===== src/design/tga_image_stream_decoder_defines.svh =====
// Assertion macros for the TGA stream decoder.
// Each check is disabled while rst is high and sampled on the rising edge of clk.
`ifndef TGA_IMAGE_STREAM_DECODER_DEFINES_SVH
`define TGA_IMAGE_STREAM_DECODER_DEFINES_SVH

`ifndef SYNTHESIS

`define TGAD_ASSERT_NOW(label, cond) \
  label: assert property (@(posedge clk) disable iff (rst) (cond)) \
    else $error("tgad: invariant violated");

`define TGAD_ASSERT_IMPL(label, ante, cons) \
  label: assert property (@(posedge clk) disable iff (rst) (ante) |-> (cons)) \
    else $error("tgad: same-cycle check failed");

`define TGAD_ASSERT_NEXT(label, ante, cons) \
  label: assert property (@(posedge clk) disable iff (rst) (ante) |=> (cons)) \
    else $error("tgad: next-cycle check failed");

`else

`define TGAD_ASSERT_NOW(label, cond)
`define TGAD_ASSERT_IMPL(label, ante, cons)
`define TGAD_ASSERT_NEXT(label, ante, cons)

`endif

`endif


===== src/design/tgad_pkg.sv =====
package tgad_pkg;

  // result kinds (tuser on the master side)
  typedef enum logic [1:0] {
    KIND_PIXEL    = 2'd0,
    KIND_HEADER   = 2'd1,
    KIND_BAD_TYPE = 2'd2,
    KIND_BAD_SIZE = 2'd3
  } kind_t;

  typedef enum logic [4:0] {
    PH_PREFIX = 5'b00001,
    PH_SIZE   = 5'b00010,
    PH_PACKET = 5'b00100,
    PH_PIXEL  = 5'b01000,
    PH_IDLE   = 5'b10000
  } phase_t;

  // header byte positions
  localparam logic [4:0] HDR_TYPE_IDX   = 5'd2;
  localparam logic [4:0] HDR_PREFIX_END = 5'd11;
  localparam logic [4:0] HDR_WIDTH_LO   = 5'd12;
  localparam logic [4:0] HDR_WIDTH_HI   = 5'd13;
  localparam logic [4:0] HDR_HEIGHT_LO  = 5'd14;
  localparam logic [4:0] HDR_HEIGHT_HI  = 5'd15;
  localparam logic [4:0] HDR_DEPTH      = 5'd16;
  localparam logic [4:0] HDR_DESC       = 5'd17;

  localparam logic [7:0]  TYPE_RAW = 8'd2;
  localparam logic [7:0]  TYPE_RLE = 8'd10;
  localparam logic [31:0] DEPTH_24 = 32'd24;
  localparam logic [31:0] DEPTH_32 = 32'd32;

  typedef struct packed {
    logic [7:0] data_byte;
    logic       sof;
  } in_t;

  typedef struct packed {
    kind_t       kind;
    logic [7:0]  red;
    logic [7:0]  green;
    logic [7:0]  blue;
    logic [7:0]  alpha;
    logic [7:0]  repeat_count;
    logic        last_pixel;
    logic [15:0] image_width;
    logic [15:0] image_height;
    logic        has_alpha;
  } res_t;

  typedef struct packed {
    phase_t      phase;
    logic [4:0]  header_index;
    logic        is_compressed;
    logic [15:0] width_held;
    logic [15:0] height_held;
    logic        four_bytes;
    logic [31:0] pixels_left;
    logic [7:0]  packet_left;
    logic        packet_is_run;
    logic [31:0] pixel_bytes;
    logic [1:0]  pixel_byte_index;
  } state_t;

  localparam state_t ST_RESET = '{
    phase:            PH_PREFIX,
    header_index:     5'd0,
    is_compressed:    1'b0,
    width_held:       16'd0,
    height_held:      16'd0,
    four_bytes:       1'b0,
    pixels_left:      32'd0,
    packet_left:      8'd0,
    packet_is_run:    1'b0,
    pixel_bytes:      32'd0,
    pixel_byte_index: 2'd0
  };

endpackage


===== src/design/tga_image_stream_decoder.sv =====
// Channel   Dir  Handshake            Payload
// s_*       in   s_tvalid/s_tready    tdata: data_byte; tuser: start_of_file
// m_*       out  m_tvalid/m_tready    tdata: pixel/header fields; tuser: kind;
//                                     tlast: last_pixel
//
// One word per cycle sustained while m_tready stays high. A word is parsed while it
// sits in the input register; the state update and the result load share the edge
// on which it leaves that register, after which the result is offered. It then
// sits in the output register until taken.
// rst (synchronous) returns the parser to the header prefix, as if the next
// word carried start_of_file; both stages empty.
// A stalled m_tready backs up through the output register, then the input
// register; s_tready drops only when both are full.
`include "tga_image_stream_decoder_defines.svh"

module tga_image_stream_decoder (
  input  logic        clk,
  input  logic        rst,
  input  logic        s_tvalid,
  output logic        s_tready,
  input  logic [7:0]  s_tdata,   // [7:0] data_byte
  input  logic        s_tuser,   // [0] start_of_file
  output logic        m_tvalid,
  input  logic        m_tready,
  // [7:0] red, [15:8] green, [23:16] blue, [31:24] alpha, [39:32] repeat_count,
  // [55:40] image_width, [71:56] image_height, [72] has_alpha, [79:73] zero
  output logic [79:0] m_tdata,
  output logic [1:0]  m_tuser,   // [1:0] kind
  output logic        m_tlast    // last_pixel
);
  import tgad_pkg::*;

  in_t  s_item;
  in_t  item;
  logic in_valid;
  logic out_free;
  logic step;
  logic res_valid;
  res_t res;
  res_t m_res;

  assign s_item.data_byte = s_tdata;
  assign s_item.sof       = s_tuser;

  // the parsed word moves on only if the result register can take its output
  assign step = in_valid && out_free;

  tgad_in_reg u_in (
    .clk      (clk),
    .rst      (rst),
    .s_valid  (s_tvalid),
    .s_ready  (s_tready),
    .s_item   (s_item),
    .take     (step),
    .in_valid (in_valid),
    .item     (item)
  );

  tgad_parser u_parser (
    .clk       (clk),
    .rst       (rst),
    .step      (step),
    .item      (item),
    .res_valid (res_valid),
    .res       (res)
  );

  tgad_out_reg u_out (
    .clk     (clk),
    .rst     (rst),
    .load    (step && res_valid),
    .res     (res),
    .free    (out_free),
    .m_valid (m_tvalid),
    .m_ready (m_tready),
    .m_res   (m_res)
  );

  assign m_tdata = {7'd0, m_res.has_alpha, m_res.image_height, m_res.image_width,
                    m_res.repeat_count, m_res.alpha, m_res.blue, m_res.green,
                    m_res.red};
  assign m_tuser = m_res.kind;
  assign m_tlast = m_res.last_pixel;

  // input side stalls only behind a held result
  `TGAD_ASSERT_IMPL(a_stall_cause, !s_tready, m_tvalid && !m_tready)
  // a produced result is presented on the next cycle
  `TGAD_ASSERT_NEXT(a_result_shown, step && res_valid, m_tvalid)
  // a pixel result never stands for zero pixels
  `TGAD_ASSERT_NOW(a_rep_nonzero, !(m_tvalid && m_tuser == KIND_PIXEL) || m_tdata[39:32] != 8'd0)

endmodule


===== src/design/tgad_in_reg.sv =====
module tgad_in_reg (
  input  logic          clk,
  input  logic          rst,
  input  logic          s_valid,
  output logic          s_ready,
  input  tgad_pkg::in_t s_item,
  input  logic          take,
  output logic          in_valid,
  output tgad_pkg::in_t item
);
  import tgad_pkg::*;

  assign s_ready = !in_valid || take;

  always_ff @(posedge clk) begin
    if (rst) begin
      in_valid <= 1'b0;
    end else if (s_ready) begin
      in_valid <= s_valid;
    end
  end

  always_ff @(posedge clk) begin
    if (s_valid && s_ready) begin
      item <= s_item;
    end
  end

endmodule


===== src/design/tgad_parser.sv =====
module tgad_parser (
  input  logic           clk,
  input  logic           rst,
  input  logic           step,
  input  tgad_pkg::in_t  item,
  output logic           res_valid,
  output tgad_pkg::res_t res
);
  import tgad_pkg::*;

  state_t      st;
  state_t      cur;
  state_t      st_next;
  logic [7:0]  b;
  logic        ok;
  logic        bad;
  logic [31:0] word;
  logic        pix_done;
  logic [7:0]  rep;
  logic [31:0] remain;

  assign b   = item.data_byte;
  // start of file restarts the parse on this very byte
  assign cur = item.sof ? ST_RESET : st;

  always_comb begin
    st_next   = cur;
    res_valid = 1'b0;
    res       = '0;
    ok        = 1'b0;
    bad       = 1'b0;
    word      = cur.pixel_bytes | ({24'd0, b} << {cur.pixel_byte_index, 3'b000});
    pix_done  = cur.four_bytes ? (cur.pixel_byte_index == 2'd3)
                               : (cur.pixel_byte_index == 2'd2);
    rep       = 8'd1;
    remain    = cur.pixels_left;
    case (cur.phase)
      PH_PREFIX: begin
        if (cur.header_index == HDR_TYPE_IDX) begin
          ok = b inside {TYPE_RAW, TYPE_RLE};
          st_next.is_compressed = (b == TYPE_RLE);
        end else begin
          ok = (b == 8'd0);
        end
        if (!ok) begin
          res_valid     = 1'b1;
          res.kind      = KIND_BAD_TYPE;
          st_next.phase = PH_IDLE;
        end else begin
          st_next.header_index = cur.header_index + 5'd1;
          if (cur.header_index == HDR_PREFIX_END) st_next.phase = PH_SIZE;
        end
      end
      PH_SIZE: begin
        case (cur.header_index)
          HDR_WIDTH_LO:  st_next.width_held  = {8'd0, b};
          HDR_WIDTH_HI:  st_next.width_held  = {b, cur.width_held[7:0]};
          HDR_HEIGHT_LO: st_next.height_held = {8'd0, b};
          HDR_HEIGHT_HI: st_next.height_held = {b, cur.height_held[7:0]};
          HDR_DEPTH:     st_next.pixel_bytes = {24'd0, b};
          default: ;
        endcase
        if (cur.header_index < HDR_DESC) begin
          st_next.header_index = cur.header_index + 5'd1;
        end else begin
          res_valid        = 1'b1;
          res.image_width  = cur.width_held;
          res.image_height = cur.height_held;
          bad = (cur.width_held == 16'd0) || (cur.height_held == 16'd0) ||
                !(cur.pixel_bytes inside {DEPTH_24, DEPTH_32});
          if (bad) begin
            res.kind      = KIND_BAD_SIZE;
            st_next.phase = PH_IDLE;
          end else begin
            res.kind                 = KIND_HEADER;
            res.has_alpha            = (cur.pixel_bytes == DEPTH_32);
            st_next.four_bytes       = (cur.pixel_bytes == DEPTH_32);
            st_next.pixels_left      = {16'd0, cur.width_held} * {16'd0, cur.height_held};
            st_next.pixel_bytes      = 32'd0;
            st_next.pixel_byte_index = 2'd0;
            st_next.packet_left      = 8'd0;
            st_next.packet_is_run    = 1'b0;
            st_next.phase            = cur.is_compressed ? PH_PACKET : PH_PIXEL;
          end
        end
      end
      PH_PACKET: begin
        // raw: low7+1 pixels; run: header-127 = low7+1 copies
        st_next.packet_is_run    = b[7];
        st_next.packet_left      = {1'b0, b[6:0]} + 8'd1;
        st_next.pixel_bytes      = 32'd0;
        st_next.pixel_byte_index = 2'd0;
        st_next.phase            = PH_PIXEL;
      end
      PH_PIXEL: begin
        if (!pix_done) begin
          st_next.pixel_bytes      = word;
          st_next.pixel_byte_index = cur.pixel_byte_index + 2'd1;
        end else begin
          if (cur.is_compressed && cur.packet_is_run) begin
            // clamp a run that overshoots the image
            rep = ({24'd0, cur.packet_left} > cur.pixels_left) ? cur.pixels_left[7:0]
                                                               : cur.packet_left;
            st_next.packet_left = 8'd0;
          end else if (cur.is_compressed && cur.packet_left != 8'd0) begin
            st_next.packet_left = cur.packet_left - 8'd1;
          end
          remain                   = cur.pixels_left - {24'd0, rep};
          st_next.pixels_left      = remain;
          st_next.pixel_bytes      = 32'd0;
          st_next.pixel_byte_index = 2'd0;
          res_valid                = 1'b1;
          res.kind                 = KIND_PIXEL;
          res.red                  = word[23:16];
          res.green                = word[15:8];
          res.blue                 = word[7:0];
          res.alpha                = cur.four_bytes ? word[31:24] : 8'd0;
          res.repeat_count         = rep;
          res.last_pixel           = (remain == 32'd0);
          res.has_alpha            = cur.four_bytes;
          if (remain == 32'd0) begin
            st_next.phase = PH_IDLE;
          end else if (cur.is_compressed && st_next.packet_left == 8'd0) begin
            st_next.phase = PH_PACKET;
          end
        end
      end
      PH_IDLE: ;
      default: st_next.phase = PH_IDLE;
    endcase
  end

  always_ff @(posedge clk) begin
    if (rst) begin
      st <= ST_RESET;
    end else if (step) begin
      st <= st_next;
    end
  end

endmodule


===== src/design/tgad_out_reg.sv =====
module tgad_out_reg (
  input  logic           clk,
  input  logic           rst,
  input  logic           load,
  input  tgad_pkg::res_t res,
  output logic           free,
  output logic           m_valid,
  input  logic           m_ready,
  output tgad_pkg::res_t m_res
);
  import tgad_pkg::*;

  assign free = !m_valid || m_ready;

  always_ff @(posedge clk) begin
    if (rst) begin
      m_valid <= 1'b0;
    end else if (load) begin
      m_valid <= 1'b1;
    end else if (m_ready) begin
      m_valid <= 1'b0;
    end
  end

  always_ff @(posedge clk) begin
    if (load) begin
      m_res <= res;
    end
  end

endmodule


===== config.mk =====
export PLATFORM = sky130hd
export DESIGN_NAME = tga_image_stream_decoder
export DESIGN_NICKNAME = d
export VERILOG_FILES = /design/src/design/tgad_pkg.sv /design/src/design/tga_image_stream_decoder.sv /design/src/design/tgad_in_reg.sv /design/src/design/tgad_parser.sv /design/src/design/tgad_out_reg.sv
export VERILOG_INCLUDE_DIRS = /design/src /design/src/design
export SDC_FILE = /design/constraint.sdc
export NUM_CORES = 1
export LEC_CHECK = 0
export ABC_AREA = 0
export ABC_CLOCK_PERIOD_IN_PS = 16800
export BUFFER_PORTS_ARGS = -buffer_cell sky130_fd_sc_hd__buf_2
export CAP_MARGIN = 10
export CORE_MARGIN = 1.5
export CORE_UTILIZATION = 35
export DETAILED_ROUTE_END_ITERATION = 10
export SLEW_MARGIN = 0
export SYNTH_ARGS = -nofsm -noshare
export SYNTH_HDL_FRONTEND = slang
export SYNTH_SLANG_ARGS = --single-unit

===== constraint.sdc =====
create_clock -name clk -period 16.8 [get_ports clk]
set_input_delay 1.68 -clock clk [delete_from_list [all_inputs] [get_ports clk]]
set_output_delay 1.68 -clock clk [all_outputs]
set_load 0.03 [all_outputs]

-- Yosys cells after proc, flatten, opt, wreduce, memory -nomap -nowiden
Index checks and enable logic that the tools add are counted.
- add/subtract/negate cells: 5
- shift operators: 1
- multiply operators: 1
- bitwise gates (word level): 2
- magnitude comparators: 2
- reduce and logical (&&, ||, !) cells: 25
- muxes and demuxes: 52
- equality and inequality tests: 18
- operators with widths (kind ; count):
    $mux 76 ; 2
    $mux 119 ; 1
    $pmux 34 s3 ; 1
    $mux 8 ; 8
    $pmux 16 s2 ; 2
    $pmux 32 s2 ; 1
    $mux 5 ; 9
    $mux 40 ; 1
    $mux 34 ; 1
    $mux 33 ; 1
    $eq 32x5->1 const B ; 1
    $eq 32x6->1 const B ; 1
    $gt 8x32->1 ; 1
    $logic_not 16->1 ; 2
    $logic_not 32->1 ; 1
    $mul 16x16->32 ; 1
    $mux 32 ; 1
    $or 32x32->32 ; 1
    $shl 8x5->32 ; 1
    $sub 32x8->32 ; 1
    $eq 5x4->1 const B ; 6
    $pmux 5 s5 ; 1
    $pmux 8 s3 ; 1
    $logic_not 8->1 ; 2
    28 further kinds ; 58
- word-level logic and storage cells: 131
- input port bits: 13
- output and inout bits: 85
- register bits after elaboration: 206

-- Logic depth before layout (Yosys ltp)
Gate-level depths: netlist of run 1.
- word-level depth: 13
- gate-level depth with buffers: 33

-- Hierarchy
From an unflattened synthesis of run 1, not the netlist that was laid out.
- cells, all modules: 2288
- area total of the unflattened synthesis: 19680.1 um2
- modules (own cells, without submodules) (module ; area each (um2) ; times used ; seq. area each (um2) ; cells each):
    tgad_parser ; 16957.5 ; 1 ; 2382.3 ; 2184
    tgad_out_reg ; 2328.5 ; 1 ; 2302.2 ; 80
    tgad_in_reg ; 325.3 ; 1 ; 290.3 ; 14
    tga_image_stream_decoder ; 68.8 ; 1 ; 0.0 ; 10

-- Least setup slack after synthesis of run 1
No wires, ideal clock.
- path type: flip-flop to flip-flop
- from: reg, netlist name u_in.item[0]
- to: reg u_parser.st[71] (netlist name)
- path slack: 8.972 ns
- data arrival time: 7.737 ns
- stages on the path, launching flop included: 30
- period minus slack after synthesis: 7.828 ns
- library setup time: 0.091 ns
- cell sequence: edfxtp_1 -> buf_2 -> clkbuf_1 -> clkbuf_1 -> buf_1 -> buf_2 -> clkbuf_1 -> nor2b_1 -> clkbuf_1 -> nand2_1 -> fa_1 -> inv_1 -> fa_1 -> fa_1 -> fa_1 -> fa_1 -> inv_1 -> fa_1 -> inv_1 -> ha_1 -> a21o_1 -> a211o_1 -> o22a_1 -> a31oi_1 -> o31ai_1 -> o21ai_1 -> a31oi_1 -> a21oi_1 -> or4b_1 -> a311oi_1
- cells in the longest elaborated chain, start to end: 9
- ends and longest elaborated chain (element ; line ; text):
    $mux 119 (*) ; tgad_parser.sv:24 ; assign cur = item.sof ? ST_RESET : st;
    $gt 8x32->1 ; tgad_parser.sv:102 ; rep = ({24'd0, cur.packet_left} > cur.pixels_left) ? cur.pixels_left[7:0]
    $mux 8 ; tgad_parser.sv:102 ;
    $mux 8 ; tgad_parser.sv:100 ; if (cur.is_compressed && cur.packet_is_run) begin
    $mux 8 ; tgad_parser.sv:96 ; if (!pix_done) begin
    $mux 8 ; tgad_parser.sv:37 ; case (cur.phase)
    $sub 32x8->32 ; tgad_parser.sv:108 ; remain = cur.pixels_left - {24'd0, rep};
    $mux 40 ; tgad_parser.sv:96 ;
    $pmux 32 s2 (*) ; tgad_parser.sv:37 ;
    end signal, assigned ; tgad_parser.sv:137 ; st <= st_next;
    end, declared ; tgad_parser.sv:11 ; state_t st;
Mark *: on every way between the ends. The rest lies on a longest branch, timed or not. The select of a mux whose other input is x is not followed.
A chain may end at the register's enable or synchronous reset.

-- Final worst setup path of run 1
- from: reg, netlist name u_in.item[0]
- to: reg, netlist name u_out.m_res[33]
- cells in the longest elaborated chain, start to end: 8
- ends and longest elaborated chain (element ; line ; text):
    $mux 119 (*) ; tgad_parser.sv:24 ;
    $gt 8x32->1 ; tgad_parser.sv:102 ;
    $mux 8 ; tgad_parser.sv:102 ;
    $mux 8 ; tgad_parser.sv:100 ;
    $mux 8 ; tgad_parser.sv:96 ;
    $mux 8 ; tgad_parser.sv:37 ;
    $sub 32x8->32 ; tgad_parser.sv:108 ;
    $logic_not 32->1 ; tgad_parser.sv:119 ; res.last_pixel = (remain == 32'd0);
Marked as above.

==> run metrics, run 1 <==
status finished, final reports clean; vias post-DR 16.9k; final worst-path cycle share 0.469; clk sink count 206; endpoints failing setup 0; DR iter-0 viols 1607; dpl cell area 21000 um2; largest net degree at the start of global routing 105; Worst Hold Slack 0.478 ns; dominant synthesized flop cell dfxtp_1; first-pass GRT wire length 93.9 mm; post-CTS sizing 0; Crit path largest cell delay 0.92 ns; CP Launch Type flip-flop; post-layout min period 7.88 ns; Max-Cap Viols 0; Clock Tree Buf Depth 3; PwrDens 56.7 nW/um2; critical-path maximum fanout 65; number of I/O pins 98; I/O Buffers 90; CP max stage cell o41ai_1; TritonCTS clock tree built; Async SR Flop Fraction 0; Filler cells 5756; Worst VDD drop 0.0000632 V; Initial Utilization 0.354; #FFs+latches synth 206; sw power 336 uW; share of cells above drive strength 1 0.0886; area share of the largest cell type after synthesis 0.196; Clk pwr share 0.445; Clock Skews 0.0356 ns; non-filler cells, final 3092; Internal 899 uW; routed wire length 59.1 mm; fin area 21800 um2; GPL Wtd Cong 0.895; Hold Buf Count CTS 0; Slew Limit Fails 0; CTS root buffer clkbuf_16; synth unique cells 90; Sw Ratio 0.272; Tot GR Track Use 0.203; Combinational Power Share 0.111; DR WL/cell 19.1 um; cts bufs inserted 25; Syn. warnings 0; # H-tree levels 1; Post-synth EDFFs 85; width of the chip 241 um; die height 241 um; # DRC 0; Worst-Margin Slew 1.30 ns; Congestion Overflow GR 0; placed instance count 3046; Cell Area, Synth 19900 um2; die area 58300 um2; clock-pin slew on the worst setup and hold paths 0.06 ns; NumNets Final 2654; Synth-to-Final Area Change 9.54%; Reg power frac 0.444; RSZ-0062 raised after global routing false; hold crit path type reg -> reg; cell taking the most area after synthesis fa_1; Crit Path Class reg -> reg; Leak Pwr 0.00906 uW; Post-DRT Antenna Nets 0; FP Rows 87; antenna cells 0; Placement Setup Slack 9.12 ns; Initial DRT Pass Iterations 7; syn_area_per_cell 8.59 um2; postcts setup bufs 0; kind of end point of the critical path flip-flop; vias per inst 5.48; total negative slack 0 ns; Detail Placement HPWL 43.1 mm; Synth Instances 2316; achievable frequency 0.127 GHz; sequential-to-total area share from yosys stat 0.250; number of global-route vias before repair 16.7k; slew margin rel. 0.130; worst skew pair latency 0.55 ns; worst setup margin 8.92 ns; ranking of synthesized cells by area fa_1, edfxtp_1, dfxtp_1; Fin. Hold Viols 0; initial antenna violation count 0; Critical Path AT 8.16 ns; core area 56300 um2; Req. time, crit path 17.08 ns
[kinds of logic after synthesis]
family | share of synthesized area
and+or+nand+nor | 0.209
AOI/OAI and AO/OA | 0.156
buffers and inverters | 0.0863
adders and majority gates | 0.277
DFF | 0.250
xor gates and xnor gates | 0.0167
muxes | 0.00478
other | 0.000188
[layout by cell type (no fill, tap or decap), types with 85 or more instances in the layout]
cell type and instances:
and2_1 119, buf_2 89, nor2_1 227, nand2_1 222
a21oi_1 99, inv_1 281, a22oi_1 111, dfxtp_1 121
edfxtp_1 85, fa_1 195, ha_1 128
[sequential cells by signal, summed over array words and instances, names as in the netlist]
name / flops
u_out.m_valid: 1
u_out.m_res: 76
u_in.item: 9
u_in.in_valid: 1
u_parser.st: 119
[per-layer routing]
metal / up-vias / share of wire / GRT usage
li1: 7815 / - / -
met1: 8407 / 0.46 / 0.292
met2: 630 / 0.45 / 0.320
met3: 77 / 0.069 / 0.0328
met4: 0 / 0.019 / 0.0420
met5: - / 0 / 0
[critical path: cells and delay by family, from the launching register on]
| kind | cells | cell delay [ns] |
|---|---|---|
| AO/OA/AOI/OAI | 12 | 3.51 |
| AND/OR/NAND/NOR | 7 | 1.75 |
| buffers and inverters | 5 | 1.32 |
| adder cells (fa/ha/maj) | 2 | 0.55 |
| flip-flops | 1 | 0.32 |
| XOR/XNOR | 1 | 0.17 |
[synthesized netlist by cell type, types with 6 or more instances]
cell type / instances
a21o_1: 13
ha_1: 128
nand4_1: 15
nand2_1: 223
nor4_1: 27
o31ai_1: 9
fa_1: 195
and2_1: 120
buf_1: 14
o21a_1: 11
and3_1: 50
xnor2_1: 24
clkbuf_1: 129
nor3_1: 35
edfxtp_1: 85
inv_1: 283
dfxtp_1: 121
o21ai_1: 19
nor2_1: 227
a221oi_1: 6
a211oi_1: 16
nand3b_1: 7
nand2b_1: 12
nand3_1: 33
or4_1: 8
o22ai_1: 18
nor2b_1: 47
buf_4: 7
xor2_1: 14
a22oi_1: 111
a31oi_1: 15
o211ai_1: 13
o21ai_0: 56
nor3b_1: 6
a21oi_1: 100
buf_2: 7
[metrics by stage]
| stage | util | power, uW |
|---|---|---|
| finish | 0.387 | 1240 |
| floorplan | - | 653 |
| global route | 0.387 | 1270 |
| detailed placement | 0.373 | 694 |
| CTS | 0.387 | 1240 |
| global placement | 0.373 | 693 |
[final timing paths]
| path | startpoint | end | slack [ns] | cells past startpoint |
|---|---|---|---|---|
| max | u_in.item[0] | u_out.m_res[33] | 8.92 | 27 |
| min reg2reg | u_parser.st[109] | u_parser.st[109] | 0.48 | 2 |
| min | u_parser.st[109] | u_parser.st[109] | 0.48 | 2 |
| max reg2reg | u_in.item[0] | u_out.m_res[33] | 8.92 | 27 |
[power groups by stage]
| stage | registers [uW] | logic (uW) | clock network, uW |
|---|---|---|---|
| after floorplan | 574 | 78.8 | 0 |
| after global placement | 559 | 134 | 0 |
| after detailed placement | 559 | 135 | 0 |
| after CTS | 548 | 135 | 559 |
| after global routing | 550 | 147 | 574 |
| final | 549 | 137 | 550 |
[cell type report]
type                            count  area, um2  area share
Timing Repair Buffer              129        746      0.0342
Inverter                          284       1070      0.0489
Multi-Input combinational cell   1672      13300       0.608
Sequential cell                   206       4970       0.228
Clock buffer                       34        669      0.0307
Tap cell                          756        946      0.0434
Clock inverter                     11        145     0.00666
No activity file was read; power rests on OpenSTA's default activity.
==> run 2: changes to the inputs <==
--- a/config.mk
+++ b/config.mk
@@ -7,7 +7,7 @@
 export NUM_CORES = 1
 export LEC_CHECK = 0
 export ABC_AREA = 0
-export ABC_CLOCK_PERIOD_IN_PS = 16800
+export ABC_CLOCK_PERIOD_IN_PS = 6500
 export BUFFER_PORTS_ARGS = -buffer_cell sky130_fd_sc_hd__buf_2
 export CAP_MARGIN = 10
 export CORE_MARGIN = 1.5
==> constraint.sdc (replaced) <==
create_clock -name clk -period 6.5 [get_ports clk]
set_input_delay 0.65 -clock clk [delete_from_list [all_inputs] [get_ports clk]]
set_output_delay 0.65 -clock clk [all_outputs]
set_load 0.03 [all_outputs]
==> run metrics, run 2 (synthesis results as in run 1) <==
FF-to-FF End u_parser.st[65]; hold path start s_tdata[1]; crit-path leading delay family adder cells; Crit path top cell by count fa_1; DR iter-0 viols 1539 (-4.2%); Crit path largest cell delay 0.54 ns (-0.38 ns); die height 241 um (unchanged); die area 58300 um2 (unchanged); hold crit path type in -> reg; status finished with violations; RSZ-0062 raised after global routing true; R2R setup slack -0.18 ns (-9.10 ns); vias post-DR 17.5k (+3.3%); number of global-route vias before repair 17.0k (+1.8%); cts bufs inserted 24 (-4.0%); clock-pin slew on the worst setup and hold paths 0.07 ns (about the same); failing checks negative setup slack; Clk pwr share 0.430 (-0.015); top sig layer met5; Initial DRT Pass Iterations 5 (-2); endpoints failing setup 9 (+9); core area 56300 um2 (unchanged); Slew Limit Fails 0 (unchanged); I/O Buffers 90 (unchanged); Detail Placement HPWL 46.5 mm (+8.1%); FF-to-FF Start u_in.item[0]; Fin. Hold Viols 0 (unchanged); Synth-to-Final Area Change 20.1%; first-pass GRT wire length 95.4 mm (+1.6%); Clock Tree Buf Depth 3 (unchanged); kind of end point of the critical path flip-flop; initial antenna violation count 2 (+2); Congestion Overflow GR 0 (unchanged); CTS root buffer clkbuf_16; worst setup margin -0.180 ns (-9.10 ns); Hold Path Depth 1 (-1); Worst VDD drop 0.000188 V (+200%); dpl cell area 22200 um2 (+6.0%); TritonCTS clock tree built; vias per inst 5.34 (-2.4%); Post-DRT Antenna Nets 0 (unchanged); number of I/O pins 98 (unchanged); worst skew pair latency 0.54 ns (about the same); top flop regs u_parser.st (119), u_out.m_res (76), u_in.item (9); max reg flops 119 (unchanged); antenna cells 0 (unchanged); post-layout min period 6.68 ns (-1.20 ns); sw power 874 uW (+160%); commonest non-fill, non-tap cells in the layout inv_1, nor2_1, nand2_1, buf_4, fa_1; CP Launch Type flip-flop; Sw Ratio 0.272 (about the same); Internal 2340 uW (+160%); Hold Buf Count CTS 0 (unchanged); Leak Pwr 0.0100 uW (+11%); M1 wire length 27.5 mm (+1.0%); Worst-Margin Slew 1.16 ns (-0.144 ns); Tot Pwr 3210 uW (+160%); Worst Hold Path EP u_in.item[2]; Crit Path Class reg -> reg; slew margin rel. 0.226 (+0.0963); FF-to-FF path depth 27 (unchanged); Initial Utilization 0.354 (unchanged); NumNets Final 2834 (+6.8%); DR WL/cell 18.6 um (-2.5%); routed wire length 61.0 mm (+3.2%); Combinational Power Share 0.128 (+0.017); largest net degree at the start of global routing 94 (-10%); worst path buffer plus inverter count 8 (+3); # H-tree levels 1 (unchanged); # DRC 0 (unchanged); fin area 23900 um2 (+9.6%); width of the chip 241 um (unchanged); critical-path maximum fanout 6 (-91%); Max-Cap Viols 0 (unchanged); share of cells above drive strength 1 0.199 (+0.110); wire length on met2 28.0 mm (+4.9%); achievable frequency 0.150 GHz (+18%); met3 wire length 4.05 mm (-1.0%); commonest non-fill, non-tap cell in the layout inv_1; Tot GR Track Use 0.206 (+0.00326); Clock Skews 0.0131 ns (-0.0225 ns); clk sink count 206 (unchanged); CP max stage cell fa_1; GPL Wtd Cong 0.935 (+4.4%); final worst-path cycle share 1.03 (+0.559); Reg power frac 0.442 (-0.002); Req. time, crit path 6.92 ns (-10.16 ns); Most flops, register u_parser.st; PwrDens 134 nW/um2 (+140%); FP Rows 87 (unchanged); Critical Path AT 7.10 ns (-1.06 ns)
## run 2: cell count changes in the layout (fill, tap and decap cells not counted), sizes merged
cell and delta:
clkinv +3, clkbuf -1, clkinvlp -1, bufinv -1, inv -1, buf +181
## run 2: final cells by class
cell class,instances,area [um2]
Multi-Input combinational cell,1672,13900
Clock inverter,11,106
Fill cell,5561,32400
Inverter,284,1070
Sequential cell,206,4970
Clock buffer,33,686
Tap cell,756,946
Timing Repair Buffer,310,2230
## run 2: routing by layer
layer / vias up / GRT usage
met4: 4 / 0.0519
met2: 613 / 0.326
met1: 8605 / 0.297
met5: - / 0
met3: 90 / 0.0270
li1: 8169 / -
## run 2: through the flow
step | instances | hold slack (ns) | setup WS, ns | TNS (ns) | util
5_1_grt | 3272 | 0.277 | -0.430 | -3.80 | 0.425
3_5_place_dp | 3189 | 0.475 | -0.364 | -1.94 | 0.395
3_3_place_gp | 3189 | 0.457 | -0.260 | -0.981 | 0.395
6_report | 3272 | 0.286 | -0.180 | -0.862 | 0.425
4_1_cts | 3235 | 0.273 | -0.201 | -0.971 | 0.411
2_1_floorplan | 2322 | 0.441 | -0.500 | -1.99 | -
## run 2: worst register-to-register path, stage by stage (launching register included)
cell and delay, ns:
edfxtp_1 0.50, buf_6 0.19, nor2b_4 0.07, buf_4 0.15, and2_4 0.16, fa_1 0.54
inv_2 0.04, fa_1 0.53, inv_1 0.05, fa_1 0.50, fa_1 0.43, fa_1 0.51
inv_2 0.04, fa_1 0.53, inv_2 0.06, ha_4 0.25, a21o_1 0.17, a211o_1 0.32
buf_6 0.13, nor3_4 0.17, o2111a_2 0.26, buf_6 0.13, o31ai_2 0.06, a21oi_2 0.20
xor2_2 0.23, o22ai_2 0.10, a22oi_2 0.17, nor2_1 0.06
## run 2: repair_timing
item | in CTS | in global routing
resized for setup | 14 | 119
setup buffers | 2 | 35
endpoints found under the hold margin | 0 | 0
pin swaps | 1 | 73
cloned | 0 | 2
setup endpoints to repair | 16 | 22
## run 2: how the worst max path moves through the flow
stage,depth (start not counted),end,from
floorplan,30,u_parser.st[71],u_in.item[0]
global placement,23,u_parser.st[71],u_in.item[0]
detailed placement,23,u_parser.st[71],u_in.item[0]
CTS,25,u_parser.st[74],u_in.item[0]
global route,25,u_parser.st[71],u_in.item[0]
finish,27,u_parser.st[65],u_in.item[0]
## run 2: power groups by stage
| stage | logic, uW | clock network, uW | registers (uW) |
|---|---|---|---|
| after floorplan | 215 | 0 | 1480 |
| after global placement | 371 | 0 | 1440 |
| after detailed placement | 373 | 0 | 1450 |
| after CTS | 375 | 1410 | 1420 |
| after global routing | 442 | 1450 | 1420 |
| final | 411 | 1380 | 1420 |
